**src/rtl/pht_pkg.sv**
```systemverilog
// Shared types, codes and constants of the prefetch history table.
package pht_pkg;

    // Default geometry
    localparam int NUM_SETS_DEF = 64;
    localparam int NUM_WAYS_DEF = 4;

    // Field widths
    localparam int PC_W     = 32;
    localparam int ADDR_W   = 32;
    localparam int OFFSET_W = 8;
    localparam int FP_W     = 64;
    localparam int COUNT_W  = 7;

    // Use counter wraps to zero once it has reached this value
    localparam logic [COUNT_W-1:0] COUNT_WRAP = COUNT_W'(125);
    localparam logic [COUNT_W-1:0] COUNT_FILL = COUNT_W'(1);

    // Commands
    localparam logic CMD_LOOKUP = 1'b0;
    localparam logic CMD_FILL   = 1'b1;

    // Configuration register indexes
    localparam int CFG_IDX_W = 1;
    localparam int CFG_DATA_W = 3;
    localparam logic [CFG_IDX_W-1:0] CFG_INDEX_MODE = 1'b0;
    localparam logic [CFG_IDX_W-1:0] CFG_TAG_MODE   = 1'b1;

    // Set index source
    localparam logic IDX_PC   = 1'b0;
    localparam logic IDX_ADDR = 1'b1;

    // Tag match rules
    localparam logic [2:0] TAG_PC_ADDR   = 3'd0;
    localparam logic [2:0] TAG_PC_OFFSET = 3'd1;
    localparam logic [2:0] TAG_PC        = 3'd2;
    localparam logic [2:0] TAG_ADDR      = 3'd3;
    localparam logic [2:0] TAG_OFFSET    = 3'd4;

    // One stored way: tags and footprint
    typedef struct packed {
        logic [PC_W-1:0]     pc;
        logic [ADDR_W-1:0]   addr;
        logic [OFFSET_W-1:0] offset;
        logic [FP_W-1:0]     footprint;
    } t_entry;

    // Per-way bookkeeping, cleared after reset
    typedef struct packed {
        logic               valid;
        logic [COUNT_W-1:0] count;
    } t_meta;

    // Request fields held while the request is worked on
    typedef struct packed {
        logic                command;
        logic [PC_W-1:0]     pc;
        logic [ADDR_W-1:0]   addr;
        logic [OFFSET_W-1:0] offset;
        logic [FP_W-1:0]     footprint;
    } t_req;

endpackage

```
**src/rtl/pht_way_sel.sv**
```systemverilog
// Tag compare, hit way and replacement way choice over one set.
module pht_way_sel
    import pht_pkg::*;
#(
    parameter int NUM_WAYS = NUM_WAYS_DEF,
    parameter int WAY_W    = 2
) (
    input  t_entry [NUM_WAYS-1:0] i_row,
    input  t_meta  [NUM_WAYS-1:0] i_meta,
    input  logic   [2:0]          i_tag_mode,
    input  logic   [PC_W-1:0]     i_pc,
    input  logic   [ADDR_W-1:0]   i_addr,
    input  logic   [OFFSET_W-1:0] i_offset,
    output logic                  o_hit,
    output logic   [WAY_W-1:0]    o_hit_way,
    output logic   [WAY_W-1:0]    o_fill_way
);

    logic [NUM_WAYS-1:0] w_match;
    logic [NUM_WAYS-1:0] w_least;
    logic [NUM_WAYS-1:0] w_invalid;

    // Per-way tag match under the selected rule
    always_comb begin
        for (int w = 0; w < NUM_WAYS; w++) begin
            unique case (i_tag_mode)
                TAG_PC_ADDR:   w_match[w] = (i_row[w].pc == i_pc) && (i_row[w].addr == i_addr);
                TAG_PC_OFFSET: w_match[w] = (i_row[w].pc == i_pc) &&
                                            (i_row[w].offset == i_offset);
                TAG_PC:        w_match[w] = (i_row[w].pc == i_pc);
                TAG_ADDR:      w_match[w] = (i_row[w].addr == i_addr);
                TAG_OFFSET:    w_match[w] = (i_row[w].offset == i_offset);
                default:       w_match[w] = 1'b0;
            endcase
            w_match[w]   = w_match[w] && i_meta[w].valid;
            w_invalid[w] = !i_meta[w].valid;
        end
    end

    // Way w is the victim candidate if it is strictly below all lower ways
    // and not above any higher way (first smallest count on a tie)
    always_comb begin
        for (int w = 0; w < NUM_WAYS; w++) begin
            w_least[w] = 1'b1;
            for (int v = 0; v < NUM_WAYS; v++) begin
                if (v < w && i_meta[v].count <= i_meta[w].count) begin
                    w_least[w] = 1'b0;
                end
                if (v > w && i_meta[v].count < i_meta[w].count) begin
                    w_least[w] = 1'b0;
                end
            end
        end
    end

    // First matching way, first invalid way, else least-used way
    always_comb begin
        o_hit      = |w_match;
        o_hit_way  = '0;
        o_fill_way = '0;
        for (int w = NUM_WAYS - 1; w >= 0; w--) begin
            if (w_match[w]) begin
                o_hit_way = WAY_W'(w);
            end
        end
        for (int w = NUM_WAYS - 1; w >= 0; w--) begin
            if (w_least[w]) begin
                o_fill_way = WAY_W'(w);
            end
        end
        for (int w = NUM_WAYS - 1; w >= 0; w--) begin
            if (w_invalid[w]) begin
                o_fill_way = WAY_W'(w);
            end
        end
    end

endmodule

```
**config.mk**
```make
export PLATFORM = sky130hd
export DESIGN_NAME = pht_way_sel
export DESIGN_NICKNAME = d
export VERILOG_FILES = /design/src/rtl/pht_pkg.sv /design/src/rtl/pht_way_sel.sv
export SDC_FILE = /design/constraint.sdc
export NUM_CORES = 1
export LEC_CHECK = 0
export ABC_AREA = 1
export ABC_CLOCK_PERIOD_IN_PS = 1400
export BUFFER_PORTS_ARGS = -buffer_cell sky130_fd_sc_hd__buf_2
export CAP_MARGIN = 20
export CORE_AREA = 3 3 256 258
export DETAILED_ROUTE_END_ITERATION = 10
export DIE_AREA = 0 0 259 261
export PLACE_DENSITY = 0.38
export SYNTH_ARGS = -nofsm -noshare
export SYNTH_HDL_FRONTEND = slang
export SYNTH_SLANG_ARGS = --single-unit
```
**constraint.sdc**
```tcl
create_clock -name vclk -period 1.4
set_input_delay 0.07 -clock vclk [all_inputs]
set_output_delay 0.07 -clock vclk [all_outputs]
set_load 0.01 [all_outputs]
```
**Yosys cells after proc, flatten, opt, wreduce, memory -nomap -nowiden**

Index checks and enable logic that the tools add are counted.

- Eq/ne operators: 16
- Reduce and logical (&&, ||, !) cells: 14
- Magnitude comparators: 12
- Mux-type cells: 28

Operator list:

| kind | count |
|---|---|
| $eq 32x32->1 | 8 |
| $le 7x7->1 | 6 |
| $lt 7x7->1 | 6 |
| $eq 8x8->1 | 4 |
| $mux 2 | 12 |
| $pmux 1 s5 | 4 |
| $logic_and 1x1->1 | 12 |
| $mux 1 | 12 |
| $eq 3x2->1 const B | 2 |
| $reduce_or 4->1 | 1 |
| $eq 3x1->1 const B | 1 |
| $eq 3x3->1 const B | 1 |
| $logic_not 3->1 | 1 |

- Bits of input ports: 651
- Output and inout port bits: 5
- Word-level logic and storage cells: 70
- Flip-flop bits (word level): 0

**Logic depth before layout (Yosys ltp)**

- Depth after elaboration: 12
- Gate-level depth with buffers: 16

**Worst setup path after synthesis**

No wires, ideal clock.

- Path kind: input to output
- Start: input i_meta[25] in the netlist's numbering
- End: output o_fill_way[0]
- Stages: 10
- Required time: 1.330 ns
- Arrival: 1.302 ns
- Buffers on the path: 0
- Slack: 0.028 ns
- Cell sequence: inv_1 > ha_1 > inv_1 > o31ai_1 > nand4_1 > a21oi_1 > nand4_1 > nand3_1 > nand2_1 > a21oi_1

- Cells in the longest elaborated chain, start to end: 12
- Elaborated cells on any way between the ends: 20
- Those cells by class: 6 x order compare; 14 x mux

RTL lines:

| item | RTL line | source |
|---|---|---|
| start, declared | pht_way_sel.sv:9 | `input t_meta [NUM_WAYS-1:0] i_meta,` |
| $le 7x7->1 | pht_way_sel.sv:46 | `if (v < w && i_meta[v].count <= i_meta[w].count) begin` |
| $mux 1 (3 in series) | pht_way_sel.sv:46 |  |
| $mux 2 (3 in series) | pht_way_sel.sv:67 | `if (w_least[w]) begin` |
| $mux 2 * | pht_way_sel.sv:67 |  |
| $mux 2 * (4 in series) | pht_way_sel.sv:72 | `if (w_invalid[w]) begin` |
| end, declared | pht_way_sel.sv:16 | `output logic [WAY_W-1:0] o_fill_way` |

Mark *: on every way between the ends. The rest lies on a longest branch, timed or not.

**Final worst setup path**

- Start: input i_pc[28]
- End: output o_hit_way[1]

- Cells in the longest elaborated chain, start to end: 8
- Elaborated cells on any way between the ends: 24
- Those cells by class: 4 x eq/ne; 8 x mux; 12 x reduce/logical

RTL lines:

| item | RTL line | source |
|---|---|---|
| start, declared | pht_way_sel.sv:11 | `input logic [PC_W-1:0] i_pc,` |
| $eq 32x32->1 | pht_way_sel.sv:27, pht_way_sel.sv:28, pht_way_sel.sv:30 |  |
| $logic_and 1x1->1 (on tied branches) | pht_way_sel.sv:28, pht_way_sel.sv:27 |  |
| $pmux 1 s5 | pht_way_sel.sv:26 | `unique case (i_tag_mode)` |
| $logic_and 1x1->1 | pht_way_sel.sv:35 | `w_match[w] = w_match[w] && i_meta[w].valid;` |
| $mux 2 (3 in series) | pht_way_sel.sv:62 | `if (w_match[w]) begin` |
| $mux 2 * | pht_way_sel.sv:62 |  |
| end, declared | pht_way_sel.sv:15 | `output logic [WAY_W-1:0] o_hit_way,` |

Marks and branches as above.

==> PnR_summary.wiki <==
{| class="wikitable"
! Metric !! Value
|-
| Run status || finished with violations
|-
| Failing checks || negative setup slack
|-
| Commonest non-fill, non-tap cell in the layout || sky130_fd_sc_hd__buf_2
|-
| Hold violation count in the final report || 0
|-
| Maximum VDD drop || roughly 110 uV
|-
| Buffer and inverter count on the worst path || 5
|-
| Overall die width || approximately 260 microns
|-
| Mapped Nets || between 1500 and 2000
|-
| Worst Setup Path Type || input pin to output port
|-
| RSZ-0062 raised after global routing || true
|-
| Synth unique cells || 35
|-
| # port buffers || 400
|-
| Number of instances in the synthesized netlist || between 1000 and 1500
|-
| Number of clock-tree buffers in the layout || 0
|-
| Floorplan core area || between 60000 and 70000 sq um
|-
| Yosys top cell by area || sky130_fd_sc_hd__xnor2_1
|-
| Yosys Warn Count || 0
|-
| Hold WC Path Type || input pin to output port
|-
| Total routing usage reported by global routing || about a tenth
|-
| Post-layout worst setup margin || -0.3875 ns
|-
| Mean routed wirelength per cell || about 14 microns
|-
| Initial Utilization || under 10%
|-
| Area Overhead vs Synth || 81.54%
|-
| Post-synthesis cell area || approximately 6000 sq um
|-
| Endpoint arrival time on the critical path || between 1.5 and 2 ns
|-
| Final cycle utilization of the critical path || 127.7%
|-
| Highest Clock Rate || ~560 MHz
|-
| Number of placement rows || 92
|-
| Total global routing overflow || 0
|-
| Commonest cells after routing, fill and taps aside || sky130_fd_sc_hd__buf_2, sky130_fd_sc_hd__nand2_1, sky130_fd_sc_hd__xnor2_1
|-
| Routability congestion estimate from global placement || 0.8118
|-
| Final core utilization || about 17%
|-
| Slew @ Worst Pin || about 0.38 ns
|-
| Number of antenna violations at the first check in global routing || 11
|-
| Peak per-stage delay on the critical path || approximately 0.16 ns
|-
| Worst path slowest cell || sky130_fd_sc_hd__nor3_1
|-
| Kind of end point of the critical path || output port
|-
| Hold-fix buffers, CTS || 0
|-
| Required time of the critical path || approximately 1.3 ns
|-
| Vias after detailed routing || 7791
|-
| DRC violation count after routing || 0
|-
| Largest cells by area after synthesis || sky130_fd_sc_hd__xnor2_1, sky130_fd_sc_hd__nand2_1, sky130_fd_sc_hd__inv_1
|-
| Worst setup slack before clock tree synthesis || -0.8465 ns
|-
| Largest fanout on the critical path || 3
|-
| FF+latch count || 0
|-
| Area share of the leading cell type in the synthesized netlist || between 20 and 25%
|-
| Minimum clock period || 1.787 ns
|-
| Post-detailed-route count of antenna-violating nets || 0
|-
| Number of vias per cell || 3.198
|-
| Leakage power of the design || roughly 5.5 nW
|-
| Final wirelength || between 30000 and 40000 microns
|-
| Mean instance size in the synthesized netlist || between 5 and 6 sq um
|-
| Final Max Tran Viols || 0
|-
| Setup-violating endpoint count in the final report || 5
|-
| Fraction of final layout cells sized beyond drive strength 1 || between 40% and 50%
|-
| Number of global-route vias before repair || 7807
|-
| Power per unit of standard cell area || 280.6 nW/um^2
|-
| Height of the chip || 261 microns
|-
| Largest net degree at the start of global routing || 7
|-
| Total Die Area || 67600 sq um
|-
| Final HPWL from detailed placement || ~33000 microns
|-
| Series of cell instances along the critical path || buf_2 > buf_6 > xnor2_2 > buf_4 > nand2_1 > nor3_1 > nand2_1 > nor2_4 > and2_4 > nand3_2 > nand2_2 > nand2_2 > nand2_2 > buf_6 > nor2_4 > buf_6
|-
| Portion of the post-synthesis area used by sequential elements || 0%
|-
| Startpoint Class || input pin
|-
| Net count of the finished layout || around 2300
|-
| Number of iterations in the first detailed-routing pass || 5
|-
| Flip-flop and latch area || 0 sq um
|-
| Relative max-transition margin || 74.67%
|-
| Wire length of the first global-routing pass || about 48000 microns
|-
| Number of DRC markers in iteration 0 || around 220
|-
| Worst path top cell family by delay || simple AND/OR/NAND/NOR gates
|-
| Max_cap viols || 0
|-
| Total I/O pin count || about 660
|}
==> synth_stat cells <==
cell type,n
sky130_fd_sc_hd__nor3_2,1
sky130_fd_sc_hd__o2111ai_1,1
sky130_fd_sc_hd__and3_1,1
sky130_fd_sc_hd__nor4_1,1
sky130_fd_sc_hd__or2_0,5
sky130_fd_sc_hd__a21oi_2,1
sky130_fd_sc_hd__o211ai_1,1
sky130_fd_sc_hd__and2_2,1
sky130_fd_sc_hd__nand4_1,20
sky130_fd_sc_hd__o31ai_1,2
sky130_fd_sc_hd__inv_2,16
sky130_fd_sc_hd__nand3_1,34
sky130_fd_sc_hd__ha_1,42
sky130_fd_sc_hd__buf_6,8
sky130_fd_sc_hd__a21oi_1,22
sky130_fd_sc_hd__inv_1,159
sky130_fd_sc_hd__xnor2_1,158
sky130_fd_sc_hd__and2_1,2
sky130_fd_sc_hd__clkbuf_2,5
sky130_fd_sc_hd__buf_2,14
sky130_fd_sc_hd__buf_4,18
sky130_fd_sc_hd__nor2_2,5
sky130_fd_sc_hd__nand3b_1,3
sky130_fd_sc_hd__nand2_2,1
sky130_fd_sc_hd__nor3_1,11
sky130_fd_sc_hd__xor2_1,55
sky130_fd_sc_hd__nor2_1,158
sky130_fd_sc_hd__o21ai_0,8
sky130_fd_sc_hd__or2_2,4
sky130_fd_sc_hd__o22ai_1,1
sky130_fd_sc_hd__o21ai_1,1
sky130_fd_sc_hd__nand2_1,344
sky130_fd_sc_hd__or2_1,5
sky130_fd_sc_hd__a32oi_1,1
sky130_fd_sc_hd__a211oi_1,1
==> power breakdown <==
part | switching (mW) | leakage, nW | internal (mW) | total (mW)
clock network | 0 | 0.0000380 | 0.000000442 | 0.000000442
logic | 1.49 | 5.53 | 1.57 | 3.06
registers | 0 | 0 | 0 | 0
total | 1.49 | 5.53 | 1.57 | 3.06
==> metrics by stage <==
| stage | power [mW] | hold slack, ns | cells | TNS [ns] | instance area (sq um) |
|---|---|---|---|---|---|
| after detailed placement | 2.750 | 0.5150 | 2430 | -3.360 | 9682 |
| after CTS | 2.942 | 0.4971 | 2431 | -1.957 | 10300 |
| final | 3.061 | 0.5082 | 2436 | -1.690 | 10910 |
| after floorplan | 1.376 | 0.2215 | 1110 | 0 | 6011 |
| after global routing | 3.452 | 0.5151 | 2432 | -2.394 | 10900 |
| after global placement | 2.757 | 0.5156 | 2430 | -3.449 | 9682 |
==> timing repair <==
| action | in CTS | in global routing |
|---|---|---|
| pin swaps | 84 | 80 |
| setup endpoints to repair | 5 | 5 |
| resized for setup | 163 | 169 |
| buffers inserted | 4 | 0 |
==> area by class of cell <==
class,instances,area (sq um)
antenna,6,15.01
fill,7344,52280
inverter,175,664.4
multi-input combinational,890,5887
tap,846,1059
timing repair buffer,519,3287
==> per-layer routing <==
metal	part of all wire [%]	vias up	wire, microns	GRT usage (%)
li1	-	4269	-	-
met1	50	3235	17220	14.18
met2	42	259	14640	15.31
met5	0.22	-	77	0
met4	0.37	12	128	0.3602
met3	7.3	16	2537	1.808
==> kinds of logic after synthesis <==
family                     Yosys count  synth area share [%]
AOI/OAI and AO/OA                   39                 3.622
buffers and inverters              220                 16.26
and+or+nand+nor                    596                 40.34
adders and majority gates           42                 8.743
xor gates and xnor gates           213                 31.04
==> path summary, 6_finish.rpt <==
| check | end | startpoint | cells past startpoint | slack [ns] |
|---|---|---|---|---|
| worst max-delay path | o_hit_way[1] | i_pc[28] | 16 | -0.39 |
| worst min-delay path | o_fill_way[0] | i_meta[15] | 3 | 0.51 |
==> worst min-delay path, stage by stage <==
cell and delay, ns:
sky130_fd_sc_hd__buf_2 0.16, sky130_fd_sc_hd__a21oi_2 0.07, sky130_fd_sc_hd__buf_2 0.13
No activity file was read; power rests on OpenSTA's default activity.
